[src/hw/rtl/fmlp_pkg.sv]
`timescale 1ns / 1ps

package fmlp_pkg;

    localparam int FEAT_W       = 8;
    localparam int WEIGHT_W     = 16;
    localparam int NUM_FEATURES = 4;
    localparam int NUM_HIDDEN   = 2;
    localparam int NUM_OUT      = 2;
    localparam int HID_TAPS     = NUM_FEATURES + 1;
    localparam int OUT_TAPS     = NUM_HIDDEN + 1;
    localparam int HID_W        = 16;
    localparam int OUT_W        = 21;
    localparam int SUM_W        = 32;
    localparam int CFG_W        = 64;
    localparam int NUM_WORDS    = 4;
    localparam int INDEX_W      = 2;
    localparam int S_TDATA_W    = 32;
    localparam int M_TDATA_W    = 80;

    localparam logic [INDEX_W-1:0] REG_WEIGHT_WORD_0 = 2'd0;
    localparam logic [INDEX_W-1:0] REG_WEIGHT_WORD_1 = 2'd1;
    localparam logic [INDEX_W-1:0] REG_WEIGHT_WORD_2 = 2'd2;
    localparam logic [INDEX_W-1:0] REG_WEIGHT_WORD_3 = 2'd3;

    typedef logic signed [WEIGHT_W-1:0] weight_t;
    typedef logic [FEAT_W-1:0]          feature_t;
    typedef logic signed [HID_W-1:0]    hid_act_t;
    typedef logic signed [OUT_W-1:0]    out_act_t;
    typedef logic signed [SUM_W-1:0]    sum_t;

    typedef struct packed {
        hid_act_t act_1;
        hid_act_t act_0;
    } hidden_word_t;

    // packed so that hidden_act_0 lands in the lowest bits
    typedef struct packed {
        out_act_t output_act_1;
        out_act_t output_act_0;
        hid_act_t hidden_act_1;
        hid_act_t hidden_act_0;
    } result_word_t;

    localparam int RESULT_W = $bits(result_word_t);

    // floor(sum / 256), then truncate toward zero by 1024, add one, scale by 128
    function automatic out_act_t activate(input sum_t sum);
        logic signed [SUM_W-9:0]  q;
        logic signed [SUM_W-19:0] t;
        logic signed [SUM_W-19:0] r;
        q = sum[SUM_W-1:8];
        t = q[SUM_W-9:10];
        if (q[SUM_W-9] && (q[9:0] != 10'd0))
        begin
            t = t + 14'sd1;
        end
        r = t + 14'sd1;
        activate = {r, 7'b0};
    endfunction

endpackage

[src/hw/rtl/fmlp_output.sv]
`timescale 1ns / 1ps

module fmlp_output
    import fmlp_pkg::*;
(
    input  logic         clk,
    input  logic         rst_n,
    input  logic         in_valid,
    output logic         in_ready,
    input  hidden_word_t in_word,
    input  weight_t      weights [NUM_OUT*OUT_TAPS],
    output logic         out_valid,
    input  logic         out_ready,
    output result_word_t out_word
);

    logic [2:0] valid_reg;
    logic [2:0] adv;

    sum_t         prod_reg  [NUM_OUT][OUT_TAPS];
    sum_t         prod_next [NUM_OUT][OUT_TAPS];
    sum_t         sum_reg   [NUM_OUT];
    sum_t         sum_next  [NUM_OUT];
    hidden_word_t hid_reg   [2];
    result_word_t res_reg;
    result_word_t res_next;

    assign adv[2]   = !valid_reg[2] || out_ready;
    assign adv[1]   = !valid_reg[1] || adv[2];
    assign adv[0]   = !valid_reg[0] || adv[1];
    assign in_ready = adv[0];

    always_comb
    begin
        for (int j = 0; j < NUM_OUT; j++)
        begin
            prod_next[j][0] = -(SUM_W'(weights[j*OUT_TAPS]) <<< 8);
            prod_next[j][1] = weights[j*OUT_TAPS+1] * in_word.act_0;
            prod_next[j][2] = weights[j*OUT_TAPS+2] * in_word.act_1;
        end
    end

    always_comb
    begin
        for (int j = 0; j < NUM_OUT; j++)
        begin
            sum_next[j] = '0;
            for (int t = 0; t < OUT_TAPS; t++)
            begin
                sum_next[j] = sum_next[j] + prod_reg[j][t];
            end
        end
    end

    always_comb
    begin
        res_next.hidden_act_0 = hid_reg[1].act_0;
        res_next.hidden_act_1 = hid_reg[1].act_1;
        res_next.output_act_0 = activate(sum_reg[0]);
        res_next.output_act_1 = activate(sum_reg[1]);
    end

    always_ff @(posedge clk or negedge rst_n)
    begin
        if (!rst_n)
        begin
            valid_reg <= '0;
        end
        else
        begin
            if (adv[0])
            begin
                valid_reg[0] <= in_valid;
            end
            if (adv[1])
            begin
                valid_reg[1] <= valid_reg[0];
            end
            if (adv[2])
            begin
                valid_reg[2] <= valid_reg[1];
            end
        end
    end

    always_ff @(posedge clk)
    begin
        if (adv[0])
        begin
            prod_reg   <= prod_next;
            hid_reg[0] <= in_word;
        end
        if (adv[1])
        begin
            sum_reg    <= sum_next;
            hid_reg[1] <= hid_reg[0];
        end
        if (adv[2])
        begin
            res_reg <= res_next;
        end
    end

    assign out_valid = valid_reg[2];
    assign out_word  = res_reg;

endmodule

[config.mk]
export PLATFORM = sky130hd
export DESIGN_NAME = fmlp_output
export DESIGN_NICKNAME = d
export VERILOG_FILES = /design/src/hw/rtl/fmlp_pkg.sv /design/src/hw/rtl/fmlp_output.sv
export SDC_FILE = /design/constraint.sdc
export NUM_CORES = 2
export LEC_CHECK = 0
export BUFFER_PORTS_ARGS = -buffer_cell sky130_fd_sc_hd__buf_4
export CAP_MARGIN = 20
export CORE_MARGIN = 5
export CORE_UTILIZATION = 55
export DETAILED_ROUTE_END_ITERATION = 16
export GPL_TIMING_DRIVEN = 0
export PLACE_DENSITY = 0.76
export SYNTH_ARGS = -nofsm -noshare
export SYNTH_HDL_FRONTEND = slang
export SYNTH_SLANG_ARGS = --single-unit
[constraint.sdc]
create_clock -name clk -period 16.86 [get_ports clk]
set_input_delay 1.686 -clock clk [delete_from_list [all_inputs] [get_ports clk]]
set_output_delay 1.686 -clock clk [all_outputs]
set_load 0.02 [all_outputs]
Word level (Yosys, flattened, before mapping)
Memories as Yosys holds them, arrays and structs flattened. A register that Yosys moved wholly into a read port is not among the register bits.
Index checks and enable logic that the tools add are counted.
{"block": "word_totals", "regBits": 287, "latch_bits": 0, "mem_bits_rw": 64, "rom_bits": 0, "input_bits": 132, "word_cells": 44, "mem_count": 1}
{"block": "op_classes", "addsub": 10, "n_mul": 4, "div": 0, "n_lt_le_gt_ge": 0, "n_eq_ne": 0, "shift": 0, "mux": 6, "bitwise_logic": 0, "n_reduce_logical": 10}
{"name": "hid_reg", "depth": 2, "word_bits": 32, "read_ports": 2, "rd_clocked_by_memory_dff": 1, "wr": 2, "line_no": "fmlp_output.sv:24", "rtl": "hidden_word_t hid_reg [2];"}
{"op": "$add A32 B32 Y32", "n": 4}
{"op": "$mul A16 B16 Y32", "n": 4}
{"op": "$neg A24 Y32", "n": 2}
{"op": "$add A14 B2 Y14 const B", "n": 4}
{"op": "$mux W14", "n": 2}
{"op": "$reduce_bool A10 Y1", "n": 2}
{"op": "$mux W1", "n": 4}
{"op": "$logic_not A1 Y1", "n": 3}
{"op": "$logic_or A1 B1 Y1", "n": 3}
{"op": "$logic_and A1 B1 Y1", "n": 2}

Depth between registers and ports, before layout
{"block": "logic_depth", "word_depth": 6, "ltp_mapped": 23, "mapped_depth_nobuf": 22}

Worst setup path after synthesis
No wires, ideal clock.
{"block": "synth_timing", "kind": "input to register", "startpoint": "in out_ready", "endpoint": "mem hid_reg[0][0] (netlist bit), enable pin", "t_arrival_ns": 7.597, "required_time_ns": 14.187, "path_slack_ns": 6.590, "stages": 1, "path_cell_list": "nand4b_1"}
{"element": "start, declared", "line_no": "fmlp_output.sv:13", "rtl": "input logic out_ready,"}
{"element": "end, declared", "line_no": "fmlp_output.sv:24"}

==> out/summary.txt <==
status - finished, final reports clean
synthesized flop and latch total - 351
DRC Markers - 0
syn avg cell area - 10.3 um^2
root buf cell - clkbuf_16
FMAX - 120 MHz
Antenna Nets Post-Route - 0
type of the worst setup path - input pin to register
post-CTS setup buffers - 0
register area share after synthesis - 0.190
IO Pins - 208
clock latency on the worst-skew pair - 620 ps
critical path's top delay family - adder cells
vias in the first global route - 41,300
GRT Residual Overflow - 0
row count - 116
Setup-failing EPs final - 0
Synth top area share - 0.395
Top FF cell, synth - edfxtp_1
total track usage - 0.274
crit end category - register
Mapped Area - 55,400 um^2
relative slew slack - 0.229
number of distinct library cells after synthesis - 87
max FFs per register - 176
CP max-delay cell - buf_1
Max-Cap Viols - 0
final wirelength - 142,000 um
clock skew - 18.4 ps
Reg clk slew, reported paths - 60 ps
first-pass GRT wire length - 228,000 um
GPL Wtd Cong - 0.978
routed vias - 38,100
minimum clock period - 8340 ps
H-Tree Depth - 2
critical path launch point - in_word[15]
Slew @ Worst Pin - 1160 ps
Starting Density - 0.554
Port Buf Inserts - 191
Mapped Cells - 5,403
Crit Path Max Fanout - 11
CP required - 17,200 ps
final worst-path cycle share - 0.494
worst min-delay path class - register to register
Synth area leaders - fa_1 40%, edfxtp_1 19%, ha_1 9.2%, inv_1 8.1%, and2_1 5.7%
routed len/inst - 20.3 um
commonest non-fill, non-tap cell in the layout - inv_1
die width - 327 um
CP Buf/Inv Count - 5
most frequent CP cell - fa_1
most frequent cells in the layout - 1,188 x inv_1, 1,094 x fa_1, 549 x nand2_1
post-synth top area cell - fa_1
clock sink total - 351
Final Max Slew Viols - 0
FF-to-FF setup slack - 13,290 ps
Area Overhead vs Synth - 8.83%
CP Cell Sequence - buf_4, inv_1, buf_1, nor2_1, fa_1, fa_1, fa_1, fa_1, fa_1, inv_1, fa_1, inv_1, ha_1, nand2_1, nor3_1, nand4_1, a2111oi_1, o31ai_2, or4b_1, o211ai_1
final setup TNS - 0 ps
post-cts resize count - 0
share of cells above drive strength 1 - 0.0608
full die area - 107,000 um^2
Post-synth EDFFs - 348
CTS tree - done
DR pass1 iterations - 5
final count of hold timing violations - 0
synthesis warning total - 0
DP HPWL - 120,000 um
Num CTS Buffers - 44
initial DRC count - 2,512
Die Y-Extent - 327 um
slowest stage delay, CP - 800 ps
Clock Path Buffers - 3
startpoint types - input pin
# fillers - 8,301
RSZ-0062 raised after global routing - false
FF-to-FF Start - prod_reg[112]$_DFFE_PP_
cts hold-fix bufs - 0
# nets final - 7,307
async set-reset flop share out of synthesis - 0.00855
hold path start - hid_reg[0][19]$_DFFE_PP_
Via density - 5.43
Core ar. - 100,000 um^2
largest net degree at the start of global routing - 34
Arrival @ worst endpoint - 8680 ps
initial antenna violation count - 13
-- through the flow --
stage          instance area (um^2)  cells   util  setup slack, ps  hold WS [ps]
3_3_place_gp                  58500   6905  0.585             1430           400
2_1_floorplan                 55400   5416      -             6590           400
5_1_grt                       60300   7008  0.603             8260           423
4_1_cts                       60300   7005  0.603             8570           417
6_report                      60300   7014  0.603             8520           415
3_5_place_dp                  58900   6926  0.589             7970           405
-- logic make-up after synthesis --
family | count (synthesis) | synth area share
fa+ha+maj | 1501 | 0.487
simple gates | 1470 | 0.134
buf+inv | 1383 | 0.0950
compound gates | 443 | 0.0535
flops | 351 | 0.190
xor+xnor | 248 | 0.0392
mux | 6 | 0.00117
other cells | 1 | 0.0000677
-- synth_stat cells (12+ instances only) --
cell and instances:
nand4_1 22, inv_1 1188, nor4_1 12, o21a_1 25, a31oi_1 19, nand3_1 46
nor2_1 165, nand2b_1 31, ha_1 406, o21bai_1 19, buf_4 14, edfxtp_1 348
nor3_1 48, nand2_1 549, and3_1 17, and2_1 507, nor2b_1 18, fa_1 1094
o21ai_0 64, clkbuf_1 167, a21o_1 52, a21oi_1 136, xor2_1 60, xnor2_1 188
-- layer usage --
layer | global-route usage | up-vias | share of wire
met1 | 0.358 | 19200 | 0.40
met4 | 0.103 | 12 | 0.044
li1 | - | 17100 | -
met5 | 0 | - | 0.00061
met3 | 0.0658 | 348 | 0.087
met2 | 0.449 | 1427 | 0.47
-- worst paths after layout --
check / end / cells past startpoint
hold / removal: hid_reg[1][19]$_DFFE_PP_ / 0
setup reg to reg: sum_reg[61]$_DFFE_PP_ / 10
hold reg to reg: hid_reg[1][19]$_DFFE_PP_ / 0
max in group asynchronous: valid_reg[0]$_DFFE_PN0P_ / 1
min in group asynchronous: valid_reg[1]$_DFFE_PN0P_ / 1
setup / recovery: prod_reg[158]$_DFFE_PP_ / 20
-- area by class of cell --
| class | instances | area, um^2 | area share |
|---|---|---|---|
| plain buffers | 194 | 800 | 0.0133 |
| well taps | 1298 | 1620 | 0.0269 |
| inverters | 1189 | 4460 | 0.0740 |
| diodes | 8 | 20.0 | 0.000332 |
| repair buffers | 213 | 1790 | 0.0298 |
| flip-flops and latches | 351 | 10500 | 0.175 |
| clock inverters | 26 | 243 | 0.00403 |
| clock buffers | 53 | 1160 | 0.0192 |
| multi-input cells | 3682 | 39700 | 0.658 |
Power is not shown: default switching activity piles up to over one toggle a cycle in this logic, so the estimate is an artifact.
