$ cat src/hw/rtl/fmlp_pkg.sv
`timescale 1ns / 1ps

package fmlp_pkg;

    localparam int FEAT_W       = 8;
    localparam int WEIGHT_W     = 16;
    localparam int NUM_FEATURES = 4;
    localparam int NUM_HIDDEN   = 2;
    localparam int NUM_OUT      = 2;
    localparam int HID_TAPS     = NUM_FEATURES + 1;
    localparam int OUT_TAPS     = NUM_HIDDEN + 1;
    localparam int HID_W        = 16;
    localparam int OUT_W        = 21;
    localparam int SUM_W        = 32;
    localparam int CFG_W        = 64;
    localparam int NUM_WORDS    = 4;
    localparam int INDEX_W      = 2;
    localparam int S_TDATA_W    = 32;
    localparam int M_TDATA_W    = 80;

    localparam logic [INDEX_W-1:0] REG_WEIGHT_WORD_0 = 2'd0;
    localparam logic [INDEX_W-1:0] REG_WEIGHT_WORD_1 = 2'd1;
    localparam logic [INDEX_W-1:0] REG_WEIGHT_WORD_2 = 2'd2;
    localparam logic [INDEX_W-1:0] REG_WEIGHT_WORD_3 = 2'd3;

    typedef logic signed [WEIGHT_W-1:0] weight_t;
    typedef logic [FEAT_W-1:0]          feature_t;
    typedef logic signed [HID_W-1:0]    hid_act_t;
    typedef logic signed [OUT_W-1:0]    out_act_t;
    typedef logic signed [SUM_W-1:0]    sum_t;

    typedef struct packed {
        hid_act_t act_1;
        hid_act_t act_0;
    } hidden_word_t;

    // packed so that hidden_act_0 lands in the lowest bits
    typedef struct packed {
        out_act_t output_act_1;
        out_act_t output_act_0;
        hid_act_t hidden_act_1;
        hid_act_t hidden_act_0;
    } result_word_t;

    localparam int RESULT_W = $bits(result_word_t);

    // floor(sum / 256), then truncate toward zero by 1024, add one, scale by 128
    function automatic out_act_t activate(input sum_t sum);
        logic signed [SUM_W-9:0]  q;
        logic signed [SUM_W-19:0] t;
        logic signed [SUM_W-19:0] r;
        q = sum[SUM_W-1:8];
        t = q[SUM_W-9:10];
        if (q[SUM_W-9] && (q[9:0] != 10'd0))
        begin
            t = t + 14'sd1;
        end
        r = t + 14'sd1;
        activate = {r, 7'b0};
    endfunction

endpackage

$ cat src/hw/rtl/fmlp_hidden.sv
`timescale 1ns / 1ps

module fmlp_hidden
    import fmlp_pkg::*;
(
    input  logic         clk,
    input  logic         rst_n,
    input  logic         in_valid,
    output logic         in_ready,
    input  feature_t     features [NUM_FEATURES],
    input  weight_t      weights [NUM_HIDDEN*HID_TAPS],
    output logic         out_valid,
    input  logic         out_ready,
    output hidden_word_t out_word
);

    localparam int PROD_W = WEIGHT_W + FEAT_W + 1;
    localparam int HSUM_W = PROD_W + $clog2(HID_TAPS);

    logic [2:0] valid_reg;
    logic [2:0] adv;

    logic signed [PROD_W-1:0] prod_reg  [NUM_HIDDEN][HID_TAPS];
    logic signed [PROD_W-1:0] prod_next [NUM_HIDDEN][HID_TAPS];
    logic signed [HSUM_W-1:0] sum_reg   [NUM_HIDDEN];
    logic signed [HSUM_W-1:0] sum_next  [NUM_HIDDEN];
    hidden_word_t             act_reg;
    hidden_word_t             act_next;

    // a stage moves when it is empty or the one after it moves
    assign adv[2]   = !valid_reg[2] || out_ready;
    assign adv[1]   = !valid_reg[1] || adv[2];
    assign adv[0]   = !valid_reg[0] || adv[1];
    assign in_ready = adv[0];

    always_comb
    begin
        for (int j = 0; j < NUM_HIDDEN; j++)
        begin
            prod_next[j][0] = -(PROD_W'(weights[j*HID_TAPS]) <<< 8);
            for (int k = 0; k < NUM_FEATURES; k++)
            begin
                prod_next[j][k+1] = weights[j*HID_TAPS+k+1] * $signed({1'b0, features[k]});
            end
        end
    end

    always_comb
    begin
        for (int j = 0; j < NUM_HIDDEN; j++)
        begin
            sum_next[j] = '0;
            for (int t = 0; t < HID_TAPS; t++)
            begin
                sum_next[j] = sum_next[j] + HSUM_W'(prod_reg[j][t]);
            end
        end
    end

    always_comb
    begin
        act_next.act_0 = HID_W'(activate(SUM_W'(sum_reg[0])));
        act_next.act_1 = HID_W'(activate(SUM_W'(sum_reg[1])));
    end

    always_ff @(posedge clk or negedge rst_n)
    begin
        if (!rst_n)
        begin
            valid_reg <= '0;
        end
        else
        begin
            if (adv[0])
            begin
                valid_reg[0] <= in_valid;
            end
            if (adv[1])
            begin
                valid_reg[1] <= valid_reg[0];
            end
            if (adv[2])
            begin
                valid_reg[2] <= valid_reg[1];
            end
        end
    end

    always_ff @(posedge clk)
    begin
        if (adv[0])
        begin
            prod_reg <= prod_next;
        end
        if (adv[1])
        begin
            sum_reg <= sum_next;
        end
        if (adv[2])
        begin
            act_reg <= act_next;
        end
    end

    assign out_valid = valid_reg[2];
    assign out_word  = act_reg;

`ifndef ASSERT_OFF
    // a stalled sum stage keeps its word
    assert property (@(posedge clk) disable iff (!rst_n)
        valid_reg[1] && !adv[1] |=> valid_reg[1] && $stable(sum_reg[0]) && $stable(sum_reg[1]))
        else $error("hidden sum stage changed while stalled");
`endif

endmodule

$ cat config.mk
export PLATFORM = sky130hd
export DESIGN_NAME = fmlp_hidden
export DESIGN_NICKNAME = d
export VERILOG_FILES = /design/src/hw/rtl/fmlp_pkg.sv /design/src/hw/rtl/fmlp_hidden.sv
export SDC_FILE = /design/constraint.sdc
export NUM_CORES = 2
export LEC_CHECK = 0
export BUFFER_PORTS_ARGS = -buffer_cell sky130_fd_sc_hd__buf_4
export CORE_MARGIN = 2
export CORE_UTILIZATION = 40
export CTS_BUF_LIST = sky130_fd_sc_hd__clkbuf_4 sky130_fd_sc_hd__clkbuf_8
export DETAILED_ROUTE_END_ITERATION = 12
export GPL_TIMING_DRIVEN = 0
export SETUP_SLACK_MARGIN = 0.3
export SLEW_MARGIN = 40
export SYNTH_ARGS = -nofsm -noshare
export SYNTH_HDL_FRONTEND = slang
export SYNTH_SLANG_ARGS = --single-unit
$ cat constraint.sdc
create_clock -name clk -period 12.9 [get_ports clk]
set_input_delay 1.29 -clock clk [delete_from_list [all_inputs] [get_ports clk]]
set_output_delay 1.29 -clock clk [all_outputs]
set_load 0.01 [all_outputs]
## Word level (Yosys, flattened, before mapping)

Index checks and enable logic that the tools add are counted.

| operators by class | value |
|---|---|
| add/sub/neg operators | 14 |
| $mul | 8 |
| div/mod/pow operators | 0 |
| magnitude comparators | 0 |
| eq/ne operators | 0 |
| shifts and indexed selects | 0 |
| mux-type cells | 2 |
| bitwise gates (word level) | 0 |
| reduce and logical (&&, ||, !) cells | 10 |

Operators with widths:

| operator | count |
|---|---|
| 16-bit by 9-bit multiplier with 25-bit output | 8 |
| 27-bit by 25-bit adder with 28-bit output | 2 |
| 28-bit by 25-bit adder with 28-bit output | 2 |
| 26-bit by 25-bit adder with 27-bit output | 2 |
| 25-bit by 25-bit adder with 26-bit output | 2 |
| 24-bit negation with 25-bit output | 2 |
| 9-bit by 2-bit adder with 9-bit output, second input constant | 4 |
| 10-bit nonzero test | 2 |
| 9-bit two-way mux | 2 |
| 1-bit logical NOT | 3 |
| 1-bit logical OR | 3 |
| 1-bit logical AND | 2 |

| word-level totals | value |
|---|---|
| register bits after elaboration | 327 |
| bits in latches | 0 |
| bits in writable memories | 0 |
| ROM bits | 0 |
| input bits | 196 |
| output and inout bits | 34 |
| logic and storage cells | 51 |
| memories kept | 0 |

## Logic depth before layout (Yosys ltp)

| logic depth | value |
|---|---|
| depth in word-level cells | 4 |
| gate-level depth with buffers | 21 |
| depth with buffers taken out | 19 |

## Least setup slack after synthesis

Ideal clock, no wire load.

| path | value |
|---|---|
| path kind | input -> register |
| start | input out_ready |
| end | register prod_reg[0] (netlist name) (enable) |
| library setup time | 2926 ps |
| arrival | 7816 ps |
| data required time | 9974 ps |
| slack | 2158 ps |
| cell stages on the path | 1 |
| buffers on the path | 0 |
| cell sequence | nand4b_1 |

| on the way | value |
|---|---|
| cells in the longest elaborated chain, start to end | 3 |

RTL lines:

| element | line | source |
|---|---|---|
| start, declared | fmlp_hidden.sv:13 | `input logic out_ready,` |
| 1-bit logical OR | fmlp_hidden.sv:31 | `assign adv[2] = !valid_reg[2] \|\| out_ready;` |
| 1-bit logical OR | fmlp_hidden.sv:32 | `assign adv[1] = !valid_reg[1] \|\| adv[2];` |
| 1-bit logical OR | fmlp_hidden.sv:33 | `assign adv[0] = !valid_reg[0] \|\| adv[1];` |
| end signal, assigned | fmlp_hidden.sv:93 | `prod_reg <= prod_next;` |
| end, declared | fmlp_hidden.sv:23 | `logic signed [PROD_W-1:0] prod_reg [NUM_HIDDEN][HID_TAPS];` |

Every way passes these cells.
A chain may end at the register's enable or synchronous reset.

==> impl_metrics.sql <==
INSERT INTO impl_metrics (metric_group, metric, value, unit) VALUES
('synthesis', 'netlist_top_cells_area', 'fa_1 36%, edfxtp_1 17%, ha_1 11%', ''),
('sta', 'timing.max_slew.rel_slack', '0.432', ''),
('clock_network', 'clock_tree_buffer_depth', '3', ''),
('die', 'standard_cell_core_area', '131000', 'um2'),
('worst_setup_path', 'path_buf_inv', '5', ''),
('sta', 'setup_total_negative_slack', '0', 'ps'),
('synthesis', 'synth-simple-area-share', '0.144', ''),
('final_layout', 'fillers', '12800', ''),
('synthesis', 'compound_gate_portion_of_the_synthesized_area', '0.0605', ''),
('sta', 'timing_max_transition_violations_final', '0', ''),
('synthesis', 'post_synth_xor_area_fraction', '0.0418', ''),
('synthesis', 'synth_top_area_frac', '0.361', ''),
('sta', 'timing_hold_violations_final', '0', ''),
('synthesis', 'synthMuxAreaShare', '0.000592', ''),
('worst_setup_path', 'worstReg2RegEnd', 'sum_reg[27]$_DFFE_PP_', ''),
('final_layout', 'area_growth', '9.49', '%'),
('global_route', 'antenna_found_initial', '10', ''),
('worst_setup_path', 'cp_common_cell', 'fa_1', ''),
('worst_setup_path', 'critical_path.reg2reg.startpoint', 'prod_reg[9]$_DFFE_PP_', ''),
('clock_network', 'cts_htree_levels', '2', ''),
('flow_run', 'drv.max_cap_violation_count', '0', ''),
('sta', 'final_min_period_over_clock_period', '0.522', ''),
('drt', 'detail_route.drc_violations', '0', ''),
('sta', 'rsz0062_at_grt', 'no', ''),
('global_route', 'global_route.usage.total', '0.203', ''),
('clock_network', 'cts_root_buf', 'clkbuf_8', ''),
('sta', 'setup_viol_count_final', '0', ''),
('synthesis', 'syn-cell-area', '52800', 'um2'),
('synthesis', 'synth.avg_cell_area', '9.52', 'um2'),
('clock_network', 'cts_tree', 'built', ''),
('worst_setup_path', 'cp_slowest_cell', 'o311ai_1', ''),
('synthesis', 'synthDominantAreaCellType', 'fa_1', ''),
('worst_setup_path', 'cp.arrival', '7020', 'ps'),
('clock_network', 'cts_hold_buffers', '0', ''),
('clock_network', 'clock_latency_of_the_later_clocked_register_in_the_worst_skew_pair', '650', 'ps'),
('global_route', 'grt_pass1_wl', '214000', 'um'),
('placed_design', 'placed_cell_areas', '56900', 'um2'),
('synthesis', 'synth-main-ff-cell', 'edfxtp_1', ''),
('synthesis', 'synth.distinct_cells', '83', ''),
('synthesis', 'post_synth_fa_ha_maj_area_fraction', '0.472', ''),
('worst_setup_path', 'rrSetupSlack', '8380', 'ps'),
('drt', 'finalWirelength', '133000', 'um'),
('drt', 'detail_route.vias_per_cell', '4.87', ''),
('clock_network', 'cts_made_buffers', '46', ''),
('sta', 'period_minus_slack', '6740', 'ps'),
('placed_design', 'gp_congestion', '0.880', ''),
('worst_setup_path', 'reg2regPathDepth', '16', ''),
('die', 'chipWidth', '367', 'um'),
('global_route', 'vias_in_the_first_global_route', '39000', ''),
('worst_setup_path', 'timing.critical_path.slowest_cell_delay', '750', 'ps'),
('die', 'die-height', '367', 'um'),
('drt', 'detail_route.iter0.violations', '2254', ''),
('clock_network', 'post_cts_resize_count', '0', ''),
('drt', 'route.antenna.remaining_nets', '0', ''),
('synthesis', 'synth.yosys.warnings', '0', ''),
('sta', 'worst_setup_skew_after_layout', '60.0', 'ps'),
('die', 'dieArea', '135000', 'um2'),
('worst_setup_path', 'critical_path_class', 'input port to flip-flop', ''),
('sta', 'tightest_slew', '851', 'ps'),
('worst_setup_path', 'worst_setup_path_end_kind', 'flip-flop', ''),
('worst_setup_path', 'worst_setup_path_start_kind', 'input port', ''),
('final_layout', 'design.final.nets', '7462', ''),
('placed_design', 'post-dp-hpwl', '114000', 'um'),
('synthesis', 'synth_edf_count', '292', ''),
('global_route', 'globalRoute.totalOverflow', '0', ''),
('sta', 'hold_ws', '427', 'ps'),
('clock_network', 'clkTransAtPathRegs', '70', 'ps'),
('clock_network', 'clock-sinks', '295', ''),
('worst_setup_path', 'worst_path_required', '13180', 'ps'),
('status', 'run_status', 'finished clean', ''),
('drt', 'avgRoutedWirePerCell', '17.4', 'um');
[layer usage]
metal / share of wire / routed length, um / global-route usage / vias to the layer above
met4: 0.029 / 3800 / 0.0533 / 6
met3: 0.064 / 8500 / 0.0340 / 157
met1: 0.44 / 58500 / 0.278 / 18700
li1: - / - / - / 17400
met5: 0.00025 / 33 / 0 / -
met2: 0.47 / 62200 / 0.332 / 956
[placed cells by master, fill, tap and decap left out, types with 110 or more instances in the layout]
cell / instances
nor2_1: 134
xnor2_1: 176
ha_1: 466
clkbuf_1: 110
fa_1: 954
and2_1: 569
buf_4: 247
edfxtp_1: 292
nand2_1: 563
a21oi_1: 153
inv_1: 1466
[kinds of logic after synthesis]
| kind of cell | after synthesis |
|---|---|
| fa+ha+maj | 1420 |
| xor+xnor | 252 |
| flops | 295 |
| mux | 3 |
| simple gates | 1500 |
| compound gates | 485 |
| other cells | 1 |
| buf+inv | 1593 |
[worst max path at each step]
stage / slack, ps / cells after the start / endpoint
2_1_floorplan: 2160 / 1 / prod_reg[0]$_DFFE_PP_
3_3_place_gp: -2190 / 3 / in_ready
3_5_place_dp: 5660 / 17 / prod_reg[74]$_DFFE_PP_
4_1_cts: 6290 / 17 / prod_reg[74]$_DFFE_PP_
5_1_grt: 5910 / 17 / prod_reg[74]$_DFFE_PP_
6_report: 6160 / 17 / prod_reg[74]$_DFFE_PP_
[Yosys cell counts (4+ instances only)]
library cell and number:
o31ai_1 8, xor2_1 76, o211ai_1 8, xnor2_1 176, or2_2 7, a21oi_1 153
or3_1 10, nor2_1 134, o21a_1 27, clkbuf_1 110, o21ai_0 74, nand4_1 16
nor4_1 12, and4_1 4, nor3b_1 8, a211oi_1 19, ha_1 466, nor3_1 53
a2111oi_0 9, fa_1 954, a21o_1 64, buf_4 14, inv_1 1466, nand3_1 35
edfxtp_1 292, or4_1 7, o21bai_1 22, a31o_2 6, nand2b_1 26, a211o_1 10
a221oi_1 6, a31oi_1 14, nor2b_1 17, nand3b_1 11, o21ai_1 7, and3_1 19
nand2_1 563, and2_1 569
[layout make-up]
type / count / area, um2 / share of cell area
clock inverters: 27 / 262 / 0.00452
plain buffers: 127 / 532 / 0.00919
well taps: 1755 / 2200 / 0.0380
diodes: 4 / 10.0 / 0.000173
clock buffers: 55 / 707 / 0.0122
multi-input cells: 3674 / 38000 / 0.657
repair buffers: 236 / 1780 / 0.0308
flip-flops and latches: 295 / 8840 / 0.153
inverters: 1466 / 5500 / 0.0951
[per-stage QoR]
stage / cells / worst slack [ps] / utilization
floorplan: 5562 / 2160 / -
global placement: 7525 / -2190 / 0.431
detailed placement: 7553 / 5660 / 0.433
CTS: 7635 / 6290 / 0.441
global route: 7637 / 5910 / 0.441
finish: 7639 / 6160 / 0.441
[worst register-to-register path, stage by stage, from the launching register on]
cell	delay [ps]
edfxtp_1	380
inv_1	80
fa_1	530
inv_1	50
fa_1	470
inv_1	50
fa_1	470
inv_1	40
ha_1	310
nand2_1	80
o21ai_0	130
a221o_1	380
o21a_4	220
o31a_4	320
o41a_1	400
nor4_1	250
a311oi_1	120
Power is not shown: default switching activity piles up to over one toggle a cycle in this logic, so the estimate is an artifact.
